==> config.mk <==
export PLATFORM = sky130hd
export DESIGN_NAME = av1_gop_reference_frame_tracker
export DESIGN_NICKNAME = d
export VERILOG_FILES = /design/src/rtl/av1grf_pkg.sv /design/src/rtl/av1_gop_reference_frame_tracker.sv
export SDC_FILE = /design/constraint.sdc
export NUM_CORES = 1
export LEC_CHECK = 0
export CAP_MARGIN = 10
export CORE_MARGIN = 2
export CORE_UTILIZATION = 38
export CTS_CLUSTER_SIZE = 30
export DETAILED_ROUTE_END_ITERATION = 12
export DONT_BUFFER_PORTS = 1
export PLACE_DENSITY = 0.54
export SETUP_SLACK_MARGIN = 0.1
export SYNTH_ARGS = -nofsm -noshare
export SYNTH_HDL_FRONTEND = slang
export SYNTH_SLANG_ARGS = --single-unit
==> constraint.sdc <==
create_clock -name clk_i -period 10.1 [get_ports clk_i]
set_input_delay 0.505 -clock clk_i [delete_from_list [all_inputs] [get_ports clk_i]]
set_output_delay 0.505 -clock clk_i [all_outputs]
set_load 0.01 [all_outputs]
==> src/rtl/av1grf_pkg.sv <==
// ----------------------------------------------------------------------------
// av1grf_pkg: shared definitions of the AV1 GOP reference frame tracker
// Field widths, result kinds, frame types and register indexes.
// ----------------------------------------------------------------------------
package av1grf_pkg;

  localparam int unsigned REF_DEPTH_DEF      = 8;
  localparam int unsigned BUFFER_ID_BITS_DEF = 8;

  localparam int unsigned ID_W   = 8;
  localparam int unsigned HINT_W = 7;
  localparam int unsigned FNUM_W = 32;
  localparam int unsigned POS_W  = 32;
  localparam int unsigned GOP_W  = 16;
  localparam int unsigned CAP_W  = 4;
  localparam int unsigned KIND_W = 2;

  localparam int unsigned CFG_IDX_W  = 2;
  localparam int unsigned CFG_DATA_W = 16;

  // output tdata: ftype, hint, frame number, buffer id
  localparam int unsigned OUT_DATA_W = 48;

  localparam logic [CFG_IDX_W-1:0] CFG_GOP_LENGTH   = 2'd0;
  localparam logic [CFG_IDX_W-1:0] CFG_DPB_CAPACITY = 2'd1;

  localparam logic [CAP_W-1:0] DPB_CAPACITY_RST = 4'd8;

  localparam logic FT_KEY   = 1'b0;
  localparam logic FT_INTER = 1'b1;

  typedef enum logic [KIND_W-1:0] {
    KIND_HEADER  = 2'd0,
    KIND_ENTRY   = 2'd1,
    KIND_RELEASE = 2'd2
  } kind_e;

endpackage

==> src/rtl/av1_gop_reference_frame_tracker.sv <==
// ----------------------------------------------------------------------------
// av1_gop_reference_frame_tracker: frame type decision and reference list
// Decides key or inter per frame, keeps the short-term reference list and
// reports header, releases and the reference snapshot as a result stream.
// ----------------------------------------------------------------------------
// Usage
//   s_axis: one item per frame to encode. tuser = force_key, tdata = buffer id.
//   m_axis: result items in order: header, key-frame releases (oldest first),
//   snapshot entries oldest first ending with the current frame, then an
//   eviction release if the list was full. tlast marks the final item.
//   cfg: write gop_length (index 0) or dpb_capacity (index 1) while idle.
// Timing
//   The header is registered in the output register from S_HDR, which the
//   sequencer enters when the input item is accepted. The sequencer emits
//   one result per cycle while the receiver takes them; a stalled receiver
//   holds the output register and the sequencer waits. A frame yields N
//   result items (2..REF_DEPTH + 3). When the GOP position wraps (position
//   + 1 reaches gop_length, or gop_length was lowered below the position),
//   the bit-serial remainder unit computes the wrap. tready is high only
//   while idle.
// Reset
//   Clears the frame counter, GOP position, order hint and list count; the
//   next frame reports frame number 0 and is a key frame.
// ----------------------------------------------------------------------------
module av1_gop_reference_frame_tracker #(
  parameter int unsigned REF_DEPTH      = av1grf_pkg::REF_DEPTH_DEF,
  parameter int unsigned BUFFER_ID_BITS = av1grf_pkg::BUFFER_ID_BITS_DEF
) (
  input  logic                                 clk_i,
  input  logic                                 rst_ni,
  input  logic                                 cfg_we_i,
  input  logic [av1grf_pkg::CFG_IDX_W-1:0]     cfg_idx_i,
  input  logic [av1grf_pkg::CFG_DATA_W-1:0]    cfg_wdata_i,
  input  logic                                 s_axis_tvalid,
  output logic                                 s_axis_tready,
  input  logic [av1grf_pkg::ID_W-1:0]          s_axis_tdata,  // [7:0] new_buffer_id
  input  logic                                 s_axis_tuser,  // [0] force_key
  output logic                                 m_axis_tvalid,
  input  logic                                 m_axis_tready,
  // [0] ftype, [7:1] hint, [39:8] frame_number, [47:40] buffer_id
  output logic [av1grf_pkg::OUT_DATA_W-1:0]    m_axis_tdata,
  output logic [av1grf_pkg::KIND_W-1:0]        m_axis_tuser,  // [1:0] kind
  output logic                                 m_axis_tlast
);

  localparam int unsigned CW = $clog2(REF_DEPTH + 1);
  localparam int unsigned IW = (REF_DEPTH > 1) ? $clog2(REF_DEPTH) : 1;
  localparam int unsigned ID_W = av1grf_pkg::ID_W;
  localparam int unsigned HINT_W = av1grf_pkg::HINT_W;
  localparam int unsigned POS_W = av1grf_pkg::POS_W;
  localparam int unsigned GOP_W = av1grf_pkg::GOP_W;
  localparam int unsigned DIV_W = POS_W + 1;
  localparam int unsigned DCNT_W = $clog2(DIV_W + 1);
  localparam logic [ID_W-1:0] BUF_MASK =
    (BUFFER_ID_BITS >= ID_W) ? {ID_W{1'b1}} : ID_W'((1 << BUFFER_ID_BITS) - 1);

  typedef enum logic [6:0] {
    S_IDLE   = 7'b0000001,
    S_HDR    = 7'b0000010,
    S_REL    = 7'b0000100,
    S_SNAP   = 7'b0001000,
    S_CUR    = 7'b0010000,
    S_EVICT  = 7'b0100000,
    S_UPDATE = 7'b1000000
  } state_e;

  typedef enum logic [1:0] {
    M_IDLE = 2'b01,
    M_RUN  = 2'b10
  } mod_state_e;

  // configuration
  logic [GOP_W-1:0]             gop_len_q;
  logic [av1grf_pkg::CAP_W-1:0] dpb_cap_q;

  // frame state
  state_e                       state_q, state_d;
  logic [POS_W-1:0]             pos_q;
  logic [av1grf_pkg::FNUM_W-1:0] fnum_q;
  logic                         first_q;
  logic [HINT_W-1:0]            hint_q;
  logic [CW-1:0]                count_q;
  logic [IW-1:0]                idx_q;
  logic                         key_q;
  logic                         evict_q;
  logic [ID_W-1:0]              newbuf_q;

  // reference list
  logic [HINT_W-1:0]            ref_hint_q [REF_DEPTH];
  logic [ID_W-1:0]              ref_buf_q  [REF_DEPTH];

  // remainder unit
  mod_state_e                   mod_state_q;
  logic [DIV_W-1:0]             div_q;
  logic [GOP_W-1:0]             rem_q;
  logic [DCNT_W-1:0]            dcnt_q;
  logic [GOP_W:0]               rem_shift;
  logic                         rem_ge;
  logic [GOP_W-1:0]             rem_next;

  // output register
  logic                         out_valid_q;
  logic [av1grf_pkg::OUT_DATA_W-1:0] out_data_q;
  logic [av1grf_pkg::KIND_W-1:0] out_kind_q;
  logic                         out_last_q;

  logic                         in_fire;
  logic                         emit_ok;
  logic                         emit;
  logic                         in_key;
  logic [CW-1:0]                cap;
  logic [CW-1:0]                cnt_eff;
  logic                         idx_end;
  logic [DIV_W-1:0]             pos_inc;
  logic                         inc_lt_len;
  logic [HINT_W-1:0]            hint_next;

  assign s_axis_tready = (state_q == S_IDLE);
  assign in_fire       = s_axis_tvalid && s_axis_tready;
  assign emit_ok       = !out_valid_q || m_axis_tready;
  assign in_key        = s_axis_tuser || (pos_q == '0);
  assign idx_end       = (CW'(idx_q) + CW'(1)) == count_q;
  assign pos_inc       = DIV_W'(pos_q) + DIV_W'(1);
  assign inc_lt_len    = pos_inc < DIV_W'(gop_len_q);
  assign hint_next     = hint_q + HINT_W'(1);

  assign rem_shift = {rem_q, div_q[DIV_W-1]};
  assign rem_ge    = rem_shift >= {1'b0, gop_len_q};
  assign rem_next  = rem_ge ? GOP_W'(rem_shift - {1'b0, gop_len_q})
                            : rem_shift[GOP_W-1:0];

  always_comb begin
    if (dpb_cap_q == '0) begin
      cap = CW'(1);
    end else if ({1'b0, dpb_cap_q} > 5'(REF_DEPTH)) begin
      cap = CW'(REF_DEPTH);
    end else begin
      cap = CW'(dpb_cap_q);
    end
    cnt_eff = in_key ? '0 : count_q;
  end

  // sequencer
  always_comb begin
    state_d = state_q;
    emit    = 1'b0;
    unique case (state_q)
      S_IDLE: begin
        if (in_fire) state_d = S_HDR;
      end
      S_HDR: begin
        if (emit_ok) begin
          emit = 1'b1;
          if (count_q == '0) state_d = S_CUR;
          else if (key_q)    state_d = S_REL;
          else               state_d = S_SNAP;
        end
      end
      S_REL, S_SNAP: begin
        if (emit_ok) begin
          emit = 1'b1;
          if (idx_end) state_d = S_CUR;
        end
      end
      S_CUR: begin
        if (emit_ok) begin
          emit    = 1'b1;
          state_d = evict_q ? S_EVICT : S_UPDATE;
        end
      end
      S_EVICT: begin
        if (emit_ok) begin
          emit    = 1'b1;
          state_d = S_UPDATE;
        end
      end
      S_UPDATE: begin
        if (gop_len_q == '0 || inc_lt_len) state_d = S_IDLE;
        else if (mod_state_q == M_RUN && dcnt_q == DCNT_W'(1)) state_d = S_IDLE;
      end
      default: state_d = S_IDLE;
    endcase
  end

  always_ff @(posedge clk_i or negedge rst_ni) begin
    if (!rst_ni) begin
      gop_len_q <= '0;
      dpb_cap_q <= av1grf_pkg::DPB_CAPACITY_RST;
    end else if (cfg_we_i) begin
      unique case (cfg_idx_i)
        av1grf_pkg::CFG_GOP_LENGTH:   gop_len_q <= cfg_wdata_i[GOP_W-1:0];
        av1grf_pkg::CFG_DPB_CAPACITY: dpb_cap_q <= cfg_wdata_i[av1grf_pkg::CAP_W-1:0];
        default: ;
      endcase
    end
  end

  always_ff @(posedge clk_i or negedge rst_ni) begin
    if (!rst_ni) begin
      state_q     <= S_IDLE;
      pos_q       <= '0;
      fnum_q      <= '0;
      first_q     <= 1'b1;
      hint_q      <= '0;
      count_q     <= '0;
      idx_q       <= '0;
      key_q       <= 1'b0;
      evict_q     <= 1'b0;
      mod_state_q <= M_IDLE;
      dcnt_q      <= '0;
    end else begin
      state_q <= state_d;
      unique case (state_q)
        S_IDLE: begin
          if (in_fire) begin
            if (first_q) first_q <= 1'b0;
            else         fnum_q  <= fnum_q + 1'b1;
            key_q   <= in_key;
            evict_q <= (cnt_eff >= cap) && (cnt_eff != '0);
            idx_q   <= '0;
            if (in_key) begin
              pos_q  <= '0;
              hint_q <= '0;
            end else begin
              hint_q <= hint_next;
            end
          end
        end
        S_REL: begin
          if (emit_ok) begin
            if (idx_end) count_q <= '0;
            else         idx_q   <= idx_q + 1'b1;
          end
        end
        S_SNAP: begin
          if (emit_ok && !idx_end) idx_q <= idx_q + 1'b1;
        end
        S_CUR: begin
          // append now; an eviction keeps the count
          if (emit_ok && !evict_q) count_q <= count_q + 1'b1;
        end
        S_UPDATE: begin
          if (gop_len_q == '0 || inc_lt_len) begin
            pos_q <= pos_inc[POS_W-1:0];
          end else if (mod_state_q == M_IDLE) begin
            mod_state_q <= M_RUN;
            dcnt_q      <= DCNT_W'(DIV_W);
          end else begin
            dcnt_q <= dcnt_q - 1'b1;
            if (dcnt_q == DCNT_W'(1)) begin
              mod_state_q <= M_IDLE;
              pos_q       <= POS_W'(rem_next);
            end
          end
        end
        default: ;
      endcase
    end
  end

  // remainder datapath: one restoring step per cycle
  always_ff @(posedge clk_i) begin
    if (state_q == S_UPDATE) begin
      if (mod_state_q == M_IDLE) begin
        div_q <= pos_inc;
        rem_q <= '0;
      end else begin
        div_q <= {div_q[DIV_W-2:0], 1'b0};
        rem_q <= rem_next;
      end
    end
  end

  // reference list and frame payload
  always_ff @(posedge clk_i) begin
    if (in_fire) newbuf_q <= s_axis_tdata & BUF_MASK;
    if (state_q == S_CUR && emit_ok) begin
      if (evict_q) begin
        // drop the oldest, shift down, append at the top
        for (int i = 0; i < int'(REF_DEPTH) - 1; i++) begin
          if (CW'(i + 1) != count_q) begin
            ref_hint_q[i] <= ref_hint_q[i+1];
            ref_buf_q[i]  <= ref_buf_q[i+1];
          end
        end
        ref_hint_q[IW'(count_q - CW'(1))] <= hint_q;
        ref_buf_q[IW'(count_q - CW'(1))]  <= newbuf_q;
      end else begin
        ref_hint_q[count_q[IW-1:0]] <= hint_q;
        ref_buf_q[count_q[IW-1:0]]  <= newbuf_q;
      end
    end
  end

  // eviction output is taken from entry 0 before the shift above lands,
  // so latch it at S_CUR
  logic [HINT_W-1:0] ev_hint_q;
  logic [ID_W-1:0]   ev_buf_q;

  always_ff @(posedge clk_i) begin
    if (state_q == S_CUR && emit_ok) begin
      ev_hint_q <= ref_hint_q[0];
      ev_buf_q  <= ref_buf_q[0];
    end
  end

  // output register
  always_ff @(posedge clk_i or negedge rst_ni) begin
    if (!rst_ni) begin
      out_valid_q <= 1'b0;
    end else if (emit) begin
      out_valid_q <= 1'b1;
    end else if (m_axis_tready) begin
      out_valid_q <= 1'b0;
    end
  end

  always_ff @(posedge clk_i) begin
    if (emit) begin
      out_last_q <= 1'b0;
      unique case (state_q)
        S_HDR: begin
          out_kind_q <= av1grf_pkg::KIND_HEADER;
          out_data_q <= {{ID_W{1'b0}}, fnum_q, hint_q,
                         key_q ? av1grf_pkg::FT_KEY : av1grf_pkg::FT_INTER};
        end
        S_REL: begin
          out_kind_q <= av1grf_pkg::KIND_RELEASE;
          out_data_q <= {ref_buf_q[idx_q], 32'd0, ref_hint_q[idx_q], 1'b0};
        end
        S_SNAP: begin
          out_kind_q <= av1grf_pkg::KIND_ENTRY;
          out_data_q <= {ref_buf_q[idx_q], 32'd0, ref_hint_q[idx_q], 1'b0};
        end
        S_CUR: begin
          out_kind_q <= av1grf_pkg::KIND_ENTRY;
          out_data_q <= {newbuf_q, 32'd0, hint_q, 1'b0};
          out_last_q <= !evict_q;
        end
        S_EVICT: begin
          out_kind_q <= av1grf_pkg::KIND_RELEASE;
          out_data_q <= {ev_buf_q, 32'd0, ev_hint_q, 1'b0};
          out_last_q <= 1'b1;
        end
        default: ;
      endcase
    end
  end

  assign m_axis_tvalid = out_valid_q;
  assign m_axis_tdata  = out_data_q;
  assign m_axis_tuser  = out_kind_q;
  assign m_axis_tlast  = out_last_q;

  // ------------------------------------------------------------------------
  // assertions
  a_count_bound: assert property (@(posedge clk_i) disable iff (!rst_ni)
    count_q <= CW'(REF_DEPTH))
    else $error("reference count above depth");

  a_key_cleared: assert property (@(posedge clk_i) disable iff (!rst_ni)
    (state_q == S_CUR && key_q) |-> (count_q == '0))
    else $error("key frame left stored references");

  a_mod_only_update: assert property (@(posedge clk_i) disable iff (!rst_ni)
    (mod_state_q == M_RUN) |-> (state_q == S_UPDATE && gop_len_q != '0))
    else $error("remainder unit running outside update");

  a_accept_header: assert property (@(posedge clk_i) disable iff (!rst_ni)
    in_fire |=> (state_q == S_HDR))
    else $error("accepted item did not start with header");

endmodule
Yosys cells after proc, flatten, opt, wreduce, memory -nomap -nowiden:

Memory sizes are Yosys's and may differ from the RTL's. A register that Yosys moved wholly into a read port is not among the register bits.
Index checks and enable logic that the tools add are counted.

* register bits after elaboration: 225
* bits in writable memories: 120
* input bits: 32
* output and inout bits: 53
* logic and storage cells: 199
* memories: 2

* add/sub/neg operators: 9
* order comparisons: 4
* eq/ne operators: 34
* mux-type cells: 84
* bitwise logic cells: 2
* reduce and logical (&&, ||, !) cells: 43

Memory list
* ref_buf_q: words 8, width 8, rd ports 9, clocked after memory_dff 1, write ports 8, RTL line av1_gop_reference_frame_tracker.sv:90 `logic [ID_W-1:0] ref_buf_q [REF_DEPTH];`
* ref_hint_q: words 8, width 7, rd ports 9, clocked after memory_dff 1, write ports 8, RTL line av1_gop_reference_frame_tracker.sv:89 `logic [HINT_W-1:0] ref_hint_q [REF_DEPTH];`

Operators with widths (number)
* $pmux W48 S4: 1
* $mux W32: 5
* $mux W7: 11
* $pmux W32 S2: 1
* $pmux W7 S6: 1
* $mux W1: 41
* $add A32 B1 Y33 const B: 1
* $lt A33 B16 Y1: 1
* $mux W33: 1
* $add A32 B1 Y32 const B: 1
* $logic_not A32 Y1: 1
* $mux W4: 7
* $mux W3: 6
* $ge A17 B16 Y1: 1
* $logic_not A16 Y1: 1
* $mux W16: 1
* $ne A2 B2 Y1 const B: 8
* $ne A3 B4 Y1 const A: 4
* $sub A16 B16 Y16: 1
* $reduce_and A2 Y1: 6
* $reduce_and A5 Y1: 2
* $ne A3 B3 Y1 const B: 3
* $pmux W3 S3: 1
* $logic_not A4 Y1: 2
* 44 further kinds: 68

Logic depth before layout (Yosys ltp):

Gate-level depths: netlist (run 1).

* depth after elaboration: 7
* gate-level depth with buffers: 19
* gate-level depth less buffers: 15

Worst setup path before layout (run 1):

OpenSTA, ideal clock, no wires.

* path type: register -> register
* from: register pos_q[1]
* to: register dcnt_q[4]
* library setup time: 0.069 ns
* arrival time: 4.086 ns
* path slack: 5.945 ns
* stages on the path, launching flop included: 17
* clock period less this slack: 4.155 ns
* cell sequence: dfrtp_1 -> ha_1 -> clkbuf_1 -> nand3_1 -> or3_1 -> xnor2_1 -> ha_1 -> nand4_1 -> or4_1 -> a21oi_1 -> a2111oi_0 -> o31a_2 -> a41oi_4 -> nand2_2 -> buf_6 -> or4_1 -> nand3_1

* longest elaborated chain between the ends: 5

Ends and longest elaborated chain
* start, declared: RTL line av1_gop_reference_frame_tracker.sv:78 `logic [POS_W-1:0] pos_q;`
* start signal, assigned: RTL line av1_gop_reference_frame_tracker.sv:244 `pos_q <= pos_inc[POS_W-1:0];`
* start signal, assigned: RTL line av1_gop_reference_frame_tracker.sv:252 `pos_q <= POS_W'(rem_next);`
* $add A32 B1 Y33: RTL line av1_gop_reference_frame_tracker.sv:123 `assign pos_inc = DIV_W'(pos_q) + DIV_W'(1);`
* $lt A33 B16 Y1: RTL line av1_gop_reference_frame_tracker.sv:124 `assign inc_lt_len = pos_inc < DIV_W'(gop_len_q);`
* $logic_or A1 B1 Y1: RTL line av1_gop_reference_frame_tracker.sv:243 `if (gop_len_q == '0 || inc_lt_len) begin`
* $not A1 Y1 (no source line)
* $reduce_and A2 Y1 (no source line)
* end signal, assigned: RTL line av1_gop_reference_frame_tracker.sv:247 `dcnt_q <= DCNT_W'(DIV_W);`
* end signal, assigned: RTL line av1_gop_reference_frame_tracker.sv:249 `dcnt_q <= dcnt_q - 1'b1;`
* end, declared: RTL line av1_gop_reference_frame_tracker.sv:96 `logic [DCNT_W-1:0] dcnt_q;`

Every way passes these cells.
A chain may end at the register's enable or synchronous reset.

Worst setup path in the final report (run 1):

* from: register pos_q[0]
* to: register pos_q[5]

* longest elaborated chain between the ends: 5
* elaborated cells between the ends (all ways): 11
* those cells by class: add/sub (1); order compare (1); eq/ne (3); mux (2); reduce/logical (4)

Ends and longest elaborated chain (RTL line)
* $add A32 B1 Y33: av1_gop_reference_frame_tracker.sv:123
* $lt A33 B16 Y1: av1_gop_reference_frame_tracker.sv:124
* $logic_or A1 B1 Y1: av1_gop_reference_frame_tracker.sv:243
* $ne A3 B3 Y1 (no source line) / $mux W32 (equally long branches)
* $reduce_and A5 Y1 (no source line) / $pmux W32 S2 (equally long branches)

Parallel ways exist; a longest one is shown, timed or not.

==> reports/qor.txt, run 1 <==
Clock Skew: 0.0390 ns
Reg2reg end: pos_q[5]
Critical-path maximum fanout: 16
Synth top area share: 39.3%
Final Cycle Share: 53.0%
# DRC: 0
Hold Crit Class: input pin to flip-flop
Layout cell share with drive strength beyond 1: 16.0%
Post-CTS setup buffer count: 0
Initial antenna violation count: 0
Final setup vio count: 0
Max Freq: 187 MHz
Clock-pin slew on the worst setup and hold paths: 0.06 ns
Gp weighted congestion: 0.849
Clk root buf: clkbuf_16
Clk buf depth: 3
LEAKAGE: 7.80 nW
Reg2Reg Depth: 15
Top FF cell, synth: edfxtp_1
Pwr per Cell Area: 222 mW/mm^2
Setup crit start kind: flip-flop
Peak VDD IR: 109 uV
CP Capture Type: flip-flop
TritonCTS buffer count: 42
Die width: 225 um
Hold path startpoint: s_axis_tvalid
Sequential cell area: 0.0102 mm^2
Grt total ovfl: 0
Ports: 85
Critical path launch point: pos_q[0]
Largest net degree at the start of global routing: 118
Via density: 5.66
CTS tree: yes
Synth cell types: 73
Post-Syn Area: 0.0186 mm^2
#FFs+latches synth: 360
All-Layer GR Usage: 18.8%
Starting DRT DRC Count: 1074
Area of the multi-input gates: 0.00780 mm^2
Post-synth net total: 1676
Hold depth: 1
DR WL/cell: 21.2 um
Clock Latency Late Sink: 0.58 ns
Via Count: 12600
Final Hold Fails: 0
Die H: 225 um
Run status: finished clean
Commonest cells in the synthesized netlist: edfxtp_1, nand2_1, dfrtp_1, mux2_2, nor2_1
Filler Cell Count: 4591
Syn avg cell area: 11.6 um^2
First-pass GRT wire length: 73900 um
Finished Layout Cells: 2232
Final setup TNS: 0 ns
DP HPWL: 29800 um
Post-Place Cells: 2145
Vias in the first global route: 12400
Area contributors post-synth: edfxtp_1, dfrtp_1, mux2_2
DRT Pass-1 Iters: 5
Final worst path period need: 5.35 ns
Sequential element share of the synthesized area: 55.0%
EDFF count, synth: 243
Diodes inserted: 0
Num rows: 81
Nets: 1656
Final wirelength: 47400 um
Worst reg2reg startpoint: pos_q[0]
Core region area: 0.0486 mm^2
R2R Setup Slk: 4.75 ns
Endpoint, Worst Hold: state_q[0]
IO Port Bufs: 0
H-tree depth: 2
RSZ-0062 raised after global routing: no
Post-Syn Instances: 1597
# clock sinks: 360
Starting Density: 38.2%
CP max stage cell: nor2_1
Asr flop ratio synth: 32.5%
YS warnings: 0
Headroom to the max-slew limit: 26.4%
Critical path arrival: 5.80 ns
Yosys top cell by area: edfxtp_1
Die area: 0.0507 mm^2
Critical path type: flip-flop to flip-flop
Max Cap Viol: 0
Most frequent cell after synthesis: edfxtp_1
Detail Route Antenna Nets: 0
Slew Limit Fails: 0
Synth-to-layout area growth: 11.2%
CP required: 10.55 ns
Worst-margin pin slew: 1.09 ns
Cell Chain, Critical Path: ha_1 -> nand3_1 -> or3_1 -> xnor2_1 -> ha_1 -> nand4_1 -> or4_1 -> a21oi_1 -> a2111oi_0 -> o31a_2 -> a41oi_4 -> nor2_1 -> buf_4 -> a21oi_1 -> o221ai_1
Crit path largest cell delay: 0.74 ns
==> worst max path at each step <==
stage / endpoint / slack, ns / cells after the start
floorplan: dcnt_q[4] / 5.94 / 16
global placement: pos_q[12] / 4.98 / 13
detailed placement: pos_q[12] / 4.83 / 13
CTS: pos_q[5] / 4.78 / 13
global route: pos_q[5] / 4.45 / 15
finish: pos_q[5] / 4.75 / 15
==> report_power, final <==
group | switching (W) | total, W | internal, W
Sequential | 0.000266 | 0.00208 | 0.00181
Combinational | 0.000606 | 0.000989 | 0.000383
Clock | 0.000629 | 0.00153 | 0.000902
==> cell usage in the layout (no fill, tap or decap), types with 50 or more instances in the layout <==
cell / count
dfrtp_1: 112
o21ai_0: 100
edfxtp_1: 243
and3_1: 54
mux2_2: 113
nor2_1: 101
inv_1: 56
a21oi_1: 51
xnor2_1: 50
nand2_1: 168
==> area by class of cell <==
| type | count | share of cell area, % |
|---|---|---|
| multi-input combinational | 1086 | 37.7 |
| clock inverter | 21 | 1.14 |
| timing repair buffer | 30 | 1.30 |
| clock buffer | 56 | 5.53 |
| tap | 622 | 3.76 |
| inverter | 57 | 1.03 |
| sequential | 360 | 49.5 |
==> layer usage <==
metal  vias to the layer above  track usage (%)  share of wire (%)
met5                         -                0                  0
met4                         0             5.83                2.4
met3                        74             3.39                5.6
met2                       341             28.1                 44
met1                      6350             27.8                 48
li1                       5877                -                  -
==> through the flow <==
stage / power [W] / hold WS (ns) / setup WS, ns / util (%) / cell area, um^2
after floorplan: 0.00277 / 0.209 / 5.94 / - / 18600
after global placement: 0.00306 / 0.224 / 4.98 / 39.4 / 19200
after detailed placement: 0.00308 / 0.224 / 4.83 / 39.4 / 19200
after CTS: 0.00464 / 0.000423 / 4.78 / 42.5 / 20700
after global routing: 0.00484 / 0.0197 / 4.45 / 42.5 / 20700
final: 0.00460 / 0.0348 / 4.75 / 42.5 / 20700
==> sequential cells by signal, summed over array words and instances (netlist names), 7 cells and up <==
register / cells
ref_buf_q: 64
ref_hint_q: 56
m_axis_tdata: 48
div_q: 33
fnum_q: 32
pos_q: 32
gop_len_q: 16
rem_q: 16
ev_buf_q: 8
newbuf_q: 8
ev_hint_q: 7
hint_q: 7
state_q: 7
==> worst max-delay path, delay by kind of cell, from the launching register on <==
family                     cells  cell delay (ns)
and+or+nand+nor                5             1.86
adders and majority gates      2             0.66
buffers and inverters          1             0.33
xor gates and xnor gates       1             0.27
AOI/OAI and AO/OA              6             1.61
DFF                            1             0.49
==> cell families (layout without fill, tap and decap cells) <==
kind of cell,count (synthesis),count (layout),synth area share (%)
simple gates,514,514,13.6
compound gates,275,275,9.27
mux,168,168,11.8
fa+ha+maj,47,47,3.20
flops,360,360,55.0
buf+inv,151,164,3.22
xor+xnor,82,82,3.86
==> timing repair <==
| item | in CTS | in global routing |
|---|---|---|
| endpoints found under the hold margin | 125 | 0 |
| hold buffers | 10 | 0 |
| resized for setup | 0 | 0 |
(Power assumes the default switching activity.)
==> run 2, diff against run 1 <==
- clock period: 10.1 -> 5.4 ns (I/O delays scaled with it)
==> reports/qor.txt, run 2 (synthesis results as in run 1) <==
Hold Crit Class: input pin to flip-flop
Pwr per Cell Area: 411 mW/mm^2 (+85%)
Num rows: 81 (unchanged)
Gp weighted congestion: 0.844 (-0.64%)
Max Cap Viol: 0 (unchanged)
Slew Limit Fails: 0 (unchanged)
Headroom to the max-slew limit: 22.6% (-3.7 points)
Top reg by flops: ref_buf_q
Final Worst Setup Slack: 0.534 ns (-4.21 ns)
Commonest non-fill, non-tap cells in the layout: edfxtp_1, nand2_1, mux2_2, dfrtp_1
CTS tree: yes
Clk buf depth: 3 (unchanged)
Max Freq: 206 MHz (+10%)
Clock-pin slew on the worst setup and hold paths: 0.06 ns (about the same)
Most common cell after layout, fill and taps aside: edfxtp_1
Via Count: 12600 (-0.20%)
Hold depth: 4 (+3)
Critical path arrival: 5.33 ns (-0.47 ns)
Area of the multi-input gates: 0.00780 mm^2 (about the same)
Post-place setup slack: 0.436 ns (-4.39 ns)
Final non-filler cell area: 0.0209 mm^2 (+0.91%)
Hold path startpoint: s_axis_tvalid
LEAKAGE: 7.88 nW (+0.98%)
Critical path launch point: pos_q[0]
# DRC: 0 (unchanged)
Starting Density: 38.2% (unchanged)
Reg2reg end: state_q[2]
Final worst path period need: 4.87 ns (-0.485 ns)
RSZ-0062 raised after global routing: no
Final setup vio count: 0 (unchanged)
All-Layer GR Usage: 19.0% (+0.13 points)
DR WL/cell: 21.1 um (-0.60%)
Filler Cell Count: 4554 (-0.81%)
Worst-margin pin slew: 1.16 ns (+0.0614 ns)
Clk root buf: clkbuf_16
Vias in the first global route: 12600 (+1.4%)
Final Hold Fails: 0 (unchanged)
IO Port Bufs: 0 (unchanged)
Run status: finished clean
Reg2Reg Depth: 15 (unchanged)
Synth-to-layout area growth: 12.3%
Final setup TNS: 0 ns (unchanged)
Worst hold margin: 0.0503 ns (+0.0155 ns)
Die area: 0.0507 mm^2 (unchanged)
# clock sinks: 360 (unchanged)
First-pass GRT wire length: 74500 um (+0.88%)
Layout cell share with drive strength beyond 1: 15.7% (-0.28 points)
Clock Latency Late Sink: 0.59 ns (about the same)
Peak VDD IR: 253 uV (+130%)
Final wirelength: 47600 um (+0.43%)
Finished Layout Cells: 2255 (+1.0%)
Grt total ovfl: 0 (unchanged)
TritonCTS buffer count: 42 (unchanged)
Clock Skew: 0.0238 ns (-0.0152 ns)
Post-CTS setup buffer count: 0 (unchanged)
Ports: 85 (unchanged)
Post-Place Cells: 2150 (+0.23%)
Die width: 225 um (unchanged)
CP required: 5.86 ns (-4.69 ns)
Max FFs per register: 64 (unchanged)
Cell Area, Placed: 0.0192 mm^2 (+0.17%)
DP HPWL: 30500 um (+2.2%)
Critical-path maximum fanout: 15 (-1)
R2R Setup Slk: 0.53 ns (-4.21 ns)
Critical path type: flip-flop to flip-flop
Largest net degree at the start of global routing: 118 (unchanged)
Setup crit start kind: flip-flop
Endpoint, Worst Hold: fnum_q[5]
Worst reg2reg startpoint: pos_q[0]
Die H: 225 um (unchanged)
Nets: 1680 (+1.4%)
Starting DRT DRC Count: 1160 (+8.0%)
Core region area: 0.0486 mm^2 (unchanged)
Via density: 5.60 (-1.2%)
Final Cycle Share: 90.1% (+37 points)
DRT Pass-1 Iters: 5 (unchanged)
H-tree depth: 2 (unchanged)
Initial antenna violation count: 1 (+1)
Sequential cell area: 0.0102 mm^2 (unchanged)
Detail Route Antenna Nets: 0 (unchanged)
CP Capture Type: flip-flop
run 2: area by class of cell:
| type | count | share of cell area (%) |
|---|---|---|
| Antenna cell | 1 | 0.0120 |
| Multi-Input combinational cell | 1086 | 37.4 |
| Clock inverter | 17 | 0.996 |
| Timing Repair Buffer | 54 | 2.38 |
| Inverter | 57 | 1.03 |
| Clock buffer | 58 | 5.42 |
| Tap cell | 622 | 3.73 |
| Sequential cell | 360 | 49.0 |
run 2: what timing repair did:
item / 4_1_cts / 5_1_grt
hold endpoints to repair: 150 / 0
resized for setup: 0 / 1
endpoints found under the setup margin: 0 / 7
hold buffers: 29 / 0
run 2: power breakdown:
group,switching [W],internal [W],total [W]
Combinational,0.00115,0.000729,0.00188
Clock,0.00119,0.00162,0.00281
Sequential,0.000500,0.00339,0.00389
Total,0.00284,0.00574,0.00858
run 2: worst max path at each step:
stage               depth (start not counted)  slack [ns]         end
floorplan                                  16        1.24   dcnt_q[4]
global placement                           15        0.55   pos_q[28]
detailed placement                         15        0.44   pos_q[20]
CTS                                        15        0.40   pos_q[18]
global route                               15        0.24  state_q[2]
finish                                     15        0.53  state_q[2]
run 2: routing by layer:
metal	share of wire [%]	vias to the layer above	global-route usage, %
li1	-	5938	-
met4	1.7	0	4.59
met3	5.8	61	3.94
met2	45	303	28.8
met1	48	6315	27.7
met5	0	-	0
run 2: worst max-delay path: stages, from the launching register on:
cell       delay (ns)
dfrtp_1          0.49
ha_1             0.37
nand3_1          0.32
or3_1            0.51
xnor2_1          0.18
ha_1             0.33
nand4_1          0.12
or4_1            0.52
a21oi_1          0.12
a2111oi_0        0.10
o31a_2           0.39
a41oi_4          0.24
buf_4            0.27
a31oi_1          0.13
o21ai_0          0.28
mux2_2           0.39
run 2: metrics by stage:
step | power, W | util (%)
floorplan | 0.00519 | -
global placement | 0.00572 | 39.5
detailed placement | 0.00577 | 39.5
CTS | 0.00865 | 42.9
global route | 0.00904 | 42.9
finish | 0.00858 | 42.9
